`src/rtl/assert_macros.svh`:
```
// ----------------------------------------------------------------------------
// assert_macros.svh
// clocked assertion shorthands, sampled on clk and disabled during arst_n
// ----------------------------------------------------------------------------
`ifndef ASSERT_MACROS_SVH
`define ASSERT_MACROS_SVH

// same-cycle implication
`define AST_IMPL(lbl, ante, cons) \
	lbl: assert property (@(posedge clk) disable iff (!arst_n) (ante) |-> (cons)) \
		else $error("assertion failed: same-cycle implication");

// next-cycle implication
`define AST_NEXT(lbl, ante, cons) \
	lbl: assert property (@(posedge clk) disable iff (!arst_n) (ante) |=> (cons)) \
		else $error("assertion failed: next-cycle implication");

`endif

```
`src/rtl/ctil_pkg.sv`:
```
// ----------------------------------------------------------------------------
// ctil_pkg
// shared codes, command and status types for the complex table lookup
// ----------------------------------------------------------------------------
`default_nettype none

package ctil_pkg;

	// input item modes
	localparam logic [1:0] MODE_ID     = 2'd0;
	localparam logic [1:0] MODE_SAMPLE = 2'd1;
	localparam logic [1:0] MODE_QUERY  = 2'd2;

	// requested quantity
	localparam logic [1:0] KIND_RE    = 2'd0;
	localparam logic [1:0] KIND_IM    = 2'd1;
	localparam logic [1:0] KIND_MAG   = 2'd2;
	localparam logic [1:0] KIND_PHASE = 2'd3;

	// result status
	localparam logic [1:0] ST_OK        = 2'd0;
	localparam logic [1:0] ST_NOT_FOUND = 2'd1;
	localparam logic [1:0] ST_RANGE     = 2'd2;

	// register indexes
	localparam logic REG_LINES_IN_USE = 1'b0;
	localparam logic REG_STEP_RECIP   = 1'b1;

	localparam logic [15:0] STEP_RECIP_RST = 16'd4096;
	localparam logic [20:0] HALF_PI_Q20    = 21'd1647099;

	// datapath operations
	localparam logic [4:0] OP_NONE     = 5'd0;
	localparam logic [4:0] OP_LOAD     = 5'd1;
	localparam logic [4:0] OP_SRCH     = 5'd2;
	localparam logic [4:0] OP_CHK      = 5'd3;
	localparam logic [4:0] OP_RDA      = 5'd4;
	localparam logic [4:0] OP_RDB      = 5'd5;
	localparam logic [4:0] OP_RDW      = 5'd6;
	localparam logic [4:0] OP_NEAR     = 5'd7;
	localparam logic [4:0] OP_L1       = 5'd8;
	localparam logic [4:0] OP_L2       = 5'd9;
	localparam logic [4:0] OP_L3       = 5'd10;
	localparam logic [4:0] OP_SQ1      = 5'd11;
	localparam logic [4:0] OP_SQ2      = 5'd12;
	localparam logic [4:0] OP_SQ3      = 5'd13;
	localparam logic [4:0] OP_SQRT     = 5'd14;
	localparam logic [4:0] OP_CINIT    = 5'd15;
	localparam logic [4:0] OP_CORD     = 5'd16;
	localparam logic [4:0] OP_RES_RE   = 5'd17;
	localparam logic [4:0] OP_RES_IM   = 5'd18;
	localparam logic [4:0] OP_RES_MAG  = 5'd19;
	localparam logic [4:0] OP_RES_PH   = 5'd20;
	localparam logic [4:0] OP_RES_ZERO = 5'd21;
	localparam logic [4:0] OP_RES_NF   = 5'd22;
	localparam logic [4:0] OP_RES_RNG  = 5'd23;

	typedef struct packed {
		logic [4:0] op;
		logic       issue;   // read one line id at the iteration index
	} cmd_t;

	typedef struct packed {
		logic       match;
		logic       id_vld;
		logic       range_bad;
		logic       lin;
		logic [1:0] kind;
		logic       zero;
	} sts_t;

	// cordic angle table, atan(2^-i) in q.20
	function automatic logic [19:0] atan_q20(input logic [4:0] i);
		logic [19:0] a;
		case (i)
			5'd0:    a = 20'd823550;
			5'd1:    a = 20'd486170;
			5'd2:    a = 20'd256879;
			5'd3:    a = 20'd130396;
			5'd4:    a = 20'd65451;
			5'd5:    a = 20'd32757;
			5'd6:    a = 20'd16383;
			5'd7:    a = 20'd8192;
			5'd8:    a = 20'd4096;
			5'd9:    a = 20'd2048;
			5'd10:   a = 20'd1024;
			5'd11:   a = 20'd512;
			5'd12:   a = 20'd256;
			5'd13:   a = 20'd128;
			5'd14:   a = 20'd64;
			5'd15:   a = 20'd32;
			5'd16:   a = 20'd16;
			5'd17:   a = 20'd8;
			5'd18:   a = 20'd4;
			5'd19:   a = 20'd2;
			default: a = 20'd0;
		endcase
		return a;
	endfunction

endpackage

`default_nettype wire

```
`src/rtl/ctil_ctrl.sv`:
```
// ----------------------------------------------------------------------------
// ctil_ctrl
// sequencer: line search, sample fetch, interpolation, sqrt and cordic steps
// ----------------------------------------------------------------------------
`default_nettype none
`include "assert_macros.svh"

module ctil_ctrl #(
	parameter int MAX_LINES = 64,
	parameter int CW        = 7
) (
	input  wire logic             clk,
	input  wire logic             arst_n,
	input  wire logic             start,
	input  wire logic [1:0]       mode,
	input  wire logic [6:0]       lines_in_use,
	input  wire ctil_pkg::sts_t   sts,
	output ctil_pkg::cmd_t        cmd,
	output logic [CW-1:0]         cnt,
	output logic                  busy,
	output logic                  done
);

	localparam logic [4:0] S_IDLE = 5'd0;
	localparam logic [4:0] S_SRCH = 5'd1;
	localparam logic [4:0] S_CHK  = 5'd2;
	localparam logic [4:0] S_RDA  = 5'd3;
	localparam logic [4:0] S_RDB  = 5'd4;
	localparam logic [4:0] S_RDW  = 5'd5;
	localparam logic [4:0] S_NEAR = 5'd6;
	localparam logic [4:0] S_L1   = 5'd7;
	localparam logic [4:0] S_L2   = 5'd8;
	localparam logic [4:0] S_L3   = 5'd9;
	localparam logic [4:0] S_KIND = 5'd10;
	localparam logic [4:0] S_SQ1  = 5'd11;
	localparam logic [4:0] S_SQ2  = 5'd12;
	localparam logic [4:0] S_SQ3  = 5'd13;
	localparam logic [4:0] S_SQRT = 5'd14;
	localparam logic [4:0] S_MAGO = 5'd15;
	localparam logic [4:0] S_CORD = 5'd16;
	localparam logic [4:0] S_PHO  = 5'd17;
	localparam logic [4:0] S_DONE = 5'd18;

	localparam logic [CW-1:0] SQRT_LAST = CW'(31);
	localparam logic [CW-1:0] CORD_LAST = CW'(19);

	logic [4:0]    state_q, state_d;
	logic [CW-1:0] cnt_q, cnt_d;
	logic          more;

	// search continues while below both the register and the table depth
	assign more = (cnt_q < CW'(lines_in_use)) && (cnt_q < CW'(MAX_LINES));

	always_comb begin
		state_d   = state_q;
		cnt_d     = cnt_q;
		cmd.op    = ctil_pkg::OP_NONE;
		cmd.issue = 1'b0;
		unique case (state_q)
			S_IDLE: begin
				if (start) begin
					cmd.op = ctil_pkg::OP_LOAD;
					if (mode == ctil_pkg::MODE_QUERY) begin
						state_d = S_SRCH;
						cnt_d   = '0;
					end
				end
			end
			S_SRCH: begin
				cmd.op = ctil_pkg::OP_SRCH;
				if (sts.match) begin
					state_d = S_CHK;
				end else if (more) begin
					cmd.issue = 1'b1;
					cnt_d     = cnt_q + CW'(1);
				end else if (!sts.id_vld) begin
					cmd.op  = ctil_pkg::OP_RES_NF;
					state_d = S_DONE;
				end
			end
			S_CHK: begin
				if (sts.range_bad) begin
					cmd.op  = ctil_pkg::OP_RES_RNG;
					state_d = S_DONE;
				end else begin
					cmd.op  = ctil_pkg::OP_CHK;
					state_d = S_RDA;
				end
			end
			S_RDA: begin
				cmd.op  = ctil_pkg::OP_RDA;
				state_d = S_RDB;
			end
			S_RDB: begin
				cmd.op  = ctil_pkg::OP_RDB;
				state_d = sts.lin ? S_RDW : S_NEAR;
			end
			S_RDW: begin
				cmd.op  = ctil_pkg::OP_RDW;
				state_d = S_L1;
			end
			S_NEAR: begin
				cmd.op  = ctil_pkg::OP_NEAR;
				state_d = S_KIND;
			end
			S_L1: begin
				cmd.op  = ctil_pkg::OP_L1;
				state_d = S_L2;
			end
			S_L2: begin
				cmd.op  = ctil_pkg::OP_L2;
				state_d = S_L3;
			end
			S_L3: begin
				cmd.op  = ctil_pkg::OP_L3;
				state_d = S_KIND;
			end
			S_KIND: begin
				cnt_d = '0;
				unique case (sts.kind)
					ctil_pkg::KIND_RE: begin
						cmd.op  = ctil_pkg::OP_RES_RE;
						state_d = S_DONE;
					end
					ctil_pkg::KIND_IM: begin
						cmd.op  = ctil_pkg::OP_RES_IM;
						state_d = S_DONE;
					end
					ctil_pkg::KIND_MAG: begin
						cmd.op  = ctil_pkg::OP_SQ1;
						state_d = S_SQ2;
					end
					default: begin
						if (sts.zero) begin
							cmd.op  = ctil_pkg::OP_RES_ZERO;
							state_d = S_DONE;
						end else begin
							cmd.op  = ctil_pkg::OP_CINIT;
							state_d = S_CORD;
						end
					end
				endcase
			end
			S_SQ1: begin
				cmd.op  = ctil_pkg::OP_SQ1;
				state_d = S_SQ2;
			end
			S_SQ2: begin
				cmd.op  = ctil_pkg::OP_SQ2;
				state_d = S_SQ3;
			end
			S_SQ3: begin
				cmd.op  = ctil_pkg::OP_SQ3;
				state_d = S_SQRT;
			end
			S_SQRT: begin
				cmd.op = ctil_pkg::OP_SQRT;
				if (cnt_q == SQRT_LAST) begin
					state_d = S_MAGO;
				end else begin
					cnt_d = cnt_q + CW'(1);
				end
			end
			S_MAGO: begin
				cmd.op  = ctil_pkg::OP_RES_MAG;
				state_d = S_DONE;
			end
			S_CORD: begin
				cmd.op = ctil_pkg::OP_CORD;
				if (cnt_q == CORD_LAST) begin
					state_d = S_PHO;
				end else begin
					cnt_d = cnt_q + CW'(1);
				end
			end
			S_PHO: begin
				cmd.op  = ctil_pkg::OP_RES_PH;
				state_d = S_DONE;
			end
			S_DONE: begin
				state_d = S_IDLE;
			end
			default: begin
				state_d = S_IDLE;
			end
		endcase
	end

	always_ff @(posedge clk or negedge arst_n) begin
		if (!arst_n) begin
			state_q <= S_IDLE;
			cnt_q   <= '0;
		end else begin
			state_q <= state_d;
			cnt_q   <= cnt_d;
		end
	end

	assign cnt  = cnt_q;
	assign busy = (state_q != S_IDLE);
	assign done = (state_q == S_DONE);

	`AST_IMPL(a_done_after_busy, done, $past(busy))
	`AST_NEXT(a_done_single, done, !done)
	`AST_NEXT(a_query_goes_busy, start && !busy && mode == ctil_pkg::MODE_QUERY, busy)
	`AST_IMPL(a_issue_in_range, cmd.issue, cnt < CW'(MAX_LINES))

endmodule

`default_nettype wire

```
`config.mk`:
```
export PLATFORM = sky130hd
export DESIGN_NAME = ctil_ctrl
export DESIGN_NICKNAME = d
export VERILOG_FILES = /design/src/rtl/ctil_pkg.sv /design/src/rtl/ctil_ctrl.sv
export VERILOG_INCLUDE_DIRS = /design/src /design/src/rtl
export SDC_FILE = /design/constraint.sdc
export NUM_CORES = 1
export LEC_CHECK = 0
export BUFFER_PORTS_ARGS = -buffer_cell sky130_fd_sc_hd__buf_2
export CORE_AREA = 3 3 57 59
export DETAILED_ROUTE_END_ITERATION = 6
export DIE_AREA = 0 0 60 62
export GPL_ROUTABILITY_DRIVEN = 0
export PLACE_DENSITY = 0.76
export SETUP_SLACK_MARGIN = 0.3
export SYNTH_ARGS = -nofsm -noshare
export SYNTH_HDL_FRONTEND = slang
export SYNTH_SLANG_ARGS = --single-unit
```
`constraint.sdc`:
```
create_clock -name clk -period 4.3 [get_ports clk]
set_input_delay 0.645 -clock clk [delete_from_list [all_inputs] [get_ports clk]]
set_output_delay 0.645 -clock clk [all_outputs]
set_load 0.005 [all_outputs]
```
## After elaboration in Yosys (flattened, before gate mapping)

Cells that the tools add are included.

- Register bits after elaboration: 12
- Word-level logic and storage cells: 77

- Add/subtract/negate cells: 1
- $lt $le $gt $ge: 2
- Equality and inequality tests: 33
- Muxes and demuxes: 29
- Reduce and logical (&&, ||, !) cells: 10

Operators by type and width:

| operator | count |
|---|---|
| 5-bit case mux with 18 select lines | 1 |
| 5-bit case mux with 16 select lines | 1 |
| 5-bit two-way mux | 12 |
| 7-bit two-way mux | 6 |
| 5-bit by 4-bit == test with 1-bit output (second input constant) | 8 |
| 7-bit case mux with 5 select lines | 1 |
| 5-bit by 3-bit == test with 1-bit output (second input constant) | 4 |
| 2-bit inequality test (second input constant) | 8 |
| 5-bit == test (second input constant) | 3 |
| 5-bit case mux with 3 select lines | 1 |
| 7-bit by 5-bit == test with 1-bit output (second input constant) | 2 |
| 5-bit by 2-bit == test with 1-bit output (second input constant) | 2 |
| 5-bit case mux with 2 select lines | 1 |
| 5-bit nonzero test | 2 |
| 7-bit by 1-bit adder with 7-bit output (second input constant) | 1 |
| 7-bit < comparator | 1 |
| 7-bit < comparator (second input constant) | 1 |
| 7-bit AND reduction | 1 |
| 6-bit two-way mux | 1 |
| 3-bit inequality test (second input constant) | 2 |
| 6-bit AND reduction | 1 |
| 2-bit OR reduction | 3 |
| 5-bit by 1-bit == test with 1-bit output (second input constant) | 1 |
| 5-bit zero test | 1 |
| 6 further kinds | 10 |

## Longest topological paths before layout

Gate-level depths: netlist of the first run.

- Depth after elaboration: 5
- Mapped depth: 9

## Least setup slack after synthesis of the first run

Ideal clock, no wire load.

- Path kind: in2out
- Start: input lines_in_use[1]
- End: output cmd[5] (netlist name)
- Data arrival time: 2.097 ns
- Required time: 3.655 ns
- Setup slack: 1.558 ns
- Cell stages on the path: 6
- Path buffers: 0
- Path through: inv_1 > ha_1 > a211o_1 > a2111oi_4 > nor4_1 > or3_1

RTL lines:

| what | RTL line | text |
|---|---|---|
| from (decl) | ctil_ctrl.sv:16 | `input wire logic [6:0] lines_in_use,` |
| to (decl) | ctil_ctrl.sv:18 | `output ctil_pkg::cmd_t cmd,` |

==> results of run 1 <==
[state kept, by name, indices dropped and copies added (netlist names)]
name	flops
cnt	7
state_q	5
[synth_stat cells (3+ instances only)]
library cell	number
a211oi_1	6
nand4_1	3
nand2b_1	9
nor3_1	3
dfrtp_1	12
a21oi_1	8
o31ai_1	4
inv_1	11
ha_1	13
nor2b_1	4
o31ai_2	4
clkbuf_1	10
nand3_1	6
nand2_1	15
nor2_1	20
o21ai_0	15
and3_1	5
nor4_1	3
[final cells by class]
| class | count | area (sq um) |
|---|---|---|
| fillers | 270 | 1197 |
| repair buffers | 33 | 165.2 |
| flip-flops and latches | 12 | 300.3 |
| inverters | 11 | 41.29 |
| well taps | 31 | 38.79 |
| multi-input cells | 149 | 992.2 |
| clock buffers | 3 | 22.52 |
[power by group through the flow]
| stage | logic [uW] | registers, uW | clock network, uW |
|---|---|---|---|
| after floorplan | 444 | 169 | 0 |
| after global placement | 479 | 247 | 0 |
| after detailed placement | 483 | 249 | 0 |
| after CTS | 485 | 247 | 70.7 |
| after global routing | 551 | 260 | 74.6 |
| final | 485 | 248 | 69.2 |
[worst max-delay path by stage]
stage / to / slack [ns] / cells past startpoint
final: cmd[5] / 1.30 / 8
after global placement: cmd[5] / 1.32 / 8
after detailed placement: cmd[5] / 1.29 / 8
after floorplan: cmd[5] / 1.56 / 6
after CTS: cmd[5] / 1.29 / 8
after global routing: cmd[5] / 1.12 / 6
[layer usage]
metal	vias up	GRT usage	part of all wire
li1	718	-	-
met1	629	0.2428	0.45
met2	41	0.3148	0.48
met3	6	0.03926	0.054
met4	0	0.03481	0.013
met5	-	0	0
[cells by family after synthesis]
group                      after synthesis
AOI/OAI and AO/OA                       56
xor gates and xnor gates                 1
adders and majority gates               13
buffers and inverters                   23
DFF                                     12
muxes                                    1
and+or+nand+nor                         78
[stage by stage]
stage	total power (uW)	setup WS (ns)	instance area, sq um	hold WS, ns
after floorplan	613.3	1.558	1386	0.3494
after CTS	802.4	1.292	1560	0.2411
final	801.9	1.303	1560	0.2350
after global placement	726.4	1.323	1538	0.5317
after global routing	885.0	1.119	1560	0.2493
after detailed placement	732.3	1.289	1538	0.5337
==> flow_summary.ini, run 1 <==
[outcome]
status = complete, no violations

[clock_network]
post-cts-setup-buffer-count = 0
cts_resized = 0
path_clk_slew_ns = 0.07
htree_levels = 1
cts_buffers = 3
cts_tree = yes
cts_hold_buf = 0
clkLatencyLatePin_ns = 0.27
cts_root_buf = clkbuf_4
cts_sinks = 12
clock_path_buffers = 2

[sta]
skew_ns = 0.002796
rsz0062_at_grt = false
drv_slew = 0
max_freq_ghz = 0.3337
setup_viol = 0
min_period_ns = 2.997
tightestPinTransition_ns = 0.7911
fin_crit_sh = 0.6970
relSlewSlack = 0.4707
tns_ns = 0
hold_viol_final = 0

[critical_path]
cp_num_buf_inv = 3
cp_common_cell = buf_2
worst_path_largest_cell_delay_ns = 0.44
arrival_ns = 2.35
critical-path-top-delay-family = compound AO/OA/AOI/OAI gates
worstPathCellList = buf_2 -> inv_1 -> ha_1 -> a211o_1 -> a2111oi_4 -> nor4_1 -> or3_1 -> buf_2
worstReg2RegEnd = cnt[3]
cp_max_fo = 4
rrSetupSlack_ns = 1.79
rr_worst_depth = 6
slowest_stage = a2111oi_4
criticalPathCategory = primary input to output port
reg2reg_from = state_q[2]
worst_setup_path_start_kind = primary input
crit_required_ns = 3.65
cp-end-kind = output port
setup.worst_path.start = lines_in_use[1]

[logic_synthesis]
synth_fp_nets = 216
synth_ff_type = dfrtp_1
synth_top_area_frac = 0.2166
synth-simple-area-share = 0.2870
yosys.area_share.adder = 0.1173
yosysSeqAreaShare = 0.2166
synth_edf_count = 0
syn_area_per_cell_sq_um = 7.534
synth_area_sq_um = 1386
synthArstFlopShare = 1.000
synth-compound-area-share = 0.2978
synth_top_family_by_area = compound AO/OA/AOI/OAI gates
syn_inst = 184
synth_area_leaders = dfrtp_1 (22%), ha_1 (12%), nor2_1 (5.4%)
yosys_warnings = 0
synth_area_leader_cell = dfrtp_1
synthMuxAreaShare = 0.007220
ys_types = 45
ys_ff_latch = 12
synth_xor_area_frac = 0.006318

[pwr]
cellPowerDensity_nw_per_um2 = 513.9
ir_drop_uv = 327.7
p_leak_uw = 0.0007693
clkPwrFrac = 0.086
power.share.sequential = 0.309
power.internal_uw = 382.4
netSwitchingPower_uw = 419.5
pwr-share-comb = 0.605
switching_share = 0.5231

[drt]
vias_per_cell = 5.833
first_pass_iters = 4
vias = 1394
postRouteAntennaNets = 0
drc = 0
routed_wl_mm = 3.262
wire_per_inst_microns = 13.65
drt_iter0_drc = 69

[floorplan]
die_h_microns = 62
core_sq_um = 2758
rows = 19
io_pins = 34
fp.dieArea_sq_um = 3720
initial_core_util = 0.5027
die_x_microns = 60

[final_layout]
utilization = 0.5658
layout.cells.non_filler = 239
drive_gt1_frac = 0.2163
syn_to_final_growth_pct = 12.55
n_antenna_cell = 0
fin_nets = 242
layout_commonest_cell = buf_2
most-common-layout-cells = buf_2 (33), nor2_1 (20), o21ai_0 (15), nand2_1 (15), ha_1 (13)

[grt]
grt_first_pass_wirelength_mm = 5.388
grt_max_degree = 24
grt_util_all_layers = 0.1846
grt_overflow_total = 0
first_global_vias = 1245
antenna_found_initial = 0

[placed_design]
dp.cells = 236
dp_hpwl_mm = 2.441
io_buffers = 33

[min_path]
worstHoldPathType = primary input to async pin

[job]
max_cap_viol_count = 0
(Power assumes the default switching activity.)
==> inputs of run 2 (changes only) <==
--- a/config.mk
+++ b/config.mk
@@ -6,12 +6,13 @@
 export SDC_FILE = /design/constraint.sdc
 export NUM_CORES = 1
 export LEC_CHECK = 0
+export ABC_AREA = 1
 export BUFFER_PORTS_ARGS = -buffer_cell sky130_fd_sc_hd__buf_2
-export CORE_AREA = 3 3 57 59
+export CORE_AREA = 3 3 61 63
 export DETAILED_ROUTE_END_ITERATION = 6
-export DIE_AREA = 0 0 60 62
+export DIE_AREA = 0 0 64 66
 export GPL_ROUTABILITY_DRIVEN = 0
-export PLACE_DENSITY = 0.76
+export PLACE_DENSITY = 0.75
 export SETUP_SLACK_MARGIN = 0.3
 export SYNTH_ARGS = -nofsm -noshare
 export SYNTH_HDL_FRONTEND = slang
==> constraint.sdc (replaced) <==
create_clock -name clk -period 3.15 [get_ports clk]
set_input_delay 0.4725 -clock clk [delete_from_list [all_inputs] [get_ports clk]]
set_output_delay 0.4725 -clock clk [all_outputs]
set_load 0.005 [all_outputs]
==> run 2 against run 1 <==
Net effect:
- sequential share of layout area fell by 3.0 points
- critical path type is now flip-flop to output port
- clock power rose by 86%
- largest cell class unchanged
- routed wire length rose by 18%
- clock skew barely moved
- die area rose by 14%
- combinational power rose by 56%
- sequential power rose by 6%
- non-clock buffer count did not move
- flip-flop and latch count did not move
- cell area rose by 18%
- final cell count rose by 46%
==> flow_summary.ini, run 2 <==
[floorplan]
rows = 21
initial_core_util = 0.4876
die_h_microns = 66
fp.dieArea_sq_um = 4224
core_sq_um = 3284
die_x_microns = 64
io_pins = 34

[outcome]
status = complete, no violations

[logic_synthesis]
synth_edf_count = 0
syn_inst = 268
synth_area_sq_um = 1602
syn_area_per_cell_sq_um = 5.976
synth_top_area_frac = 0.1969
synthArstFlopShare = 1.000
synth_area_leader_cell = nand2_1
synth_area_leaders = nand2_1 (20%), dfrtp_1 (19%), nand3_1 (11%)
yosysSeqAreaShare = 0.1875
synth_fp_nets = 300
ys_types = 27
yosys_warnings = 0
ys_ff_latch = 12
yosysMostFrequentCell = nand2_1
synth_ff_type = dfrtp_1
synth_common_cells = nand2_1 (84), nor2_1 (39), inv_1 (37)

[critical_path]
cp-end-kind = output port
crit_required_ns = 2.68
worst_setup_path_start_kind = flip-flop
arrival_ns = 1.91
criticalPathCategory = flip-flop to output port
cp_max_fo = 8

[grt]
antenna_found_initial = 0
first_global_vias = 1575
grt_overflow_total = 0
grt_first_pass_wirelength_mm = 6.762
grt_util_all_layers = 0.1942
grt_max_degree = 13

[final_layout]
fillers = 343
fin_nets = 336
syn_to_final_growth_pct = 15.39
drive_gt1_frac = 0.2079
n_antenna_cell = 0
layout.cells.non_filler = 349
largest_register_ffs = 7
most-common-layout-cells = nand2_1 (84), nor2_1 (39), inv_1 (37)
final_area_sq_um = 1848
layout_commonest_cell = nand2_1

[sta]
fin_ws_ns = 0.7658
min_period_ns = 2.384
drv_slew = 0
tightestPinTransition_ns = 0.4070
relSlewSlack = 0.7287
setup_viol = 0
hold_viol_final = 0
tns_ns = 0
skew_ns = 0.002371
max_freq_ghz = 0.4194
fin_crit_sh = 0.7569
timing.hold.ws_ns = 0.05797
rsz0062_at_grt = false

[drt]
vias = 1726
drt_iter0_drc = 120
first_pass_iters = 5
routed_wl_mm = 3.853
drc = 0
wire_per_inst_microns = 11.04
vias_per_cell = 4.946
postRouteAntennaNets = 0

[pwr]
cellPowerDensity_nw_per_um2 = 623.1
p_leak_uw = 0.001156
ir_drop_uv = 288.0

[clock_network]
clock_path_buffers = 2
htree_levels = 1
cts_hold_buf = 0
cts_sinks = 12
clkLatencyLatePin_ns = 0.28
cts_root_buf = clkbuf_4
cts_tree = yes
cts_resized = 0
path_clk_slew_ns = 0.09
cts_buffers = 3
post-cts-setup-buffer-count = 0

[placed_design]
dp_hpwl_mm = 3.126
place_ws_ns = 1.035
io_buffers = 33
dp.cells = 345
dpl_cell_area_sq_um = 1812

[min_path]
worstHoldPathType = primary input to async pin

[job]
max_cap_viol_count = 0
-- run 2: changes by cell type in the layout (fill, tap and decap cells not counted), sizes merged, moves of 4 or more --
cell,delta
and3,-5
o31ai,-8
nor2b,-4
nand2b,-9
nand2,+73
inv,+31
o21ai,-13
a211oi,-5
nand3,+35
nor2,+27
-- run 2: worst max-delay path, stage by stage (launching register included) --
cell and delay (ns):
dfrtp_1 0.53, inv_2 0.22, nand3_2 0.17, nor2_4 0.20, inv_1 0.08, nor2_1 0.10, nor2_1 0.06, nand3_1 0.08
nor2_1 0.05, nand2_1 0.05, buf_2 0.10
-- run 2: cell type report --
class	count	area, sq um	share of cell area
clock buffer	4	36.28	0.01963
inverter	43	161.4	0.08734
multi-input combinational	211	1127	0.6100
sequential	12	300.3	0.1625
tap	46	57.56	0.03114
timing repair buffer	33	165.2	0.08937
-- run 2: per-layer routing --
layer,global-route usage,part of all wire
met5,0,0
met1,0.2407,0.45
met3,0.02721,0.051
met2,0.3548,0.49
met4,0.04043,0.017
-- run 2: final timing paths --
check / slack [ns] / from / cells after the start / to
min: 0.06 / arst_n / 1 / state_q[2]
max in group asynchronous: 2.87 / arst_n / 1 / cnt[1]
max: 0.77 / state_q[4] / 10 / cmd[1]
min reg2reg: 0.58 / cnt[0] / 2 / cnt[0]
min in group clk: 0.58 / cnt[0] / 2 / cnt[0]
max reg2reg: 1.26 / cnt[4] / 9 / cnt[1]
-- run 2: where the power goes --
group | leakage (uW) | internal (uW) | switching, uW | total (uW)
clock network | 0.0000210 | 70.3 | 59.2 | 129
logic | 0.000973 | 272 | 486 | 758
registers | 0.000162 | 186 | 77.9 | 264
total | 0.00116 | 528 | 623 | 1150
-- run 2: cells by family after synthesis --
family	share of synthesized area
flops	0.1875
compound gates	0.03672
fa+ha+maj	0.1016
simple gates	0.5656
buf+inv	0.1086
-- run 2: stage by stage --
stage            util  power, uW
2_1_floorplan       -      821.3
3_3_place_gp   0.5516       1014
3_5_place_dp   0.5516       1020
4_1_cts        0.5627       1154
5_1_grt        0.5627       1257
6_report       0.5627       1152
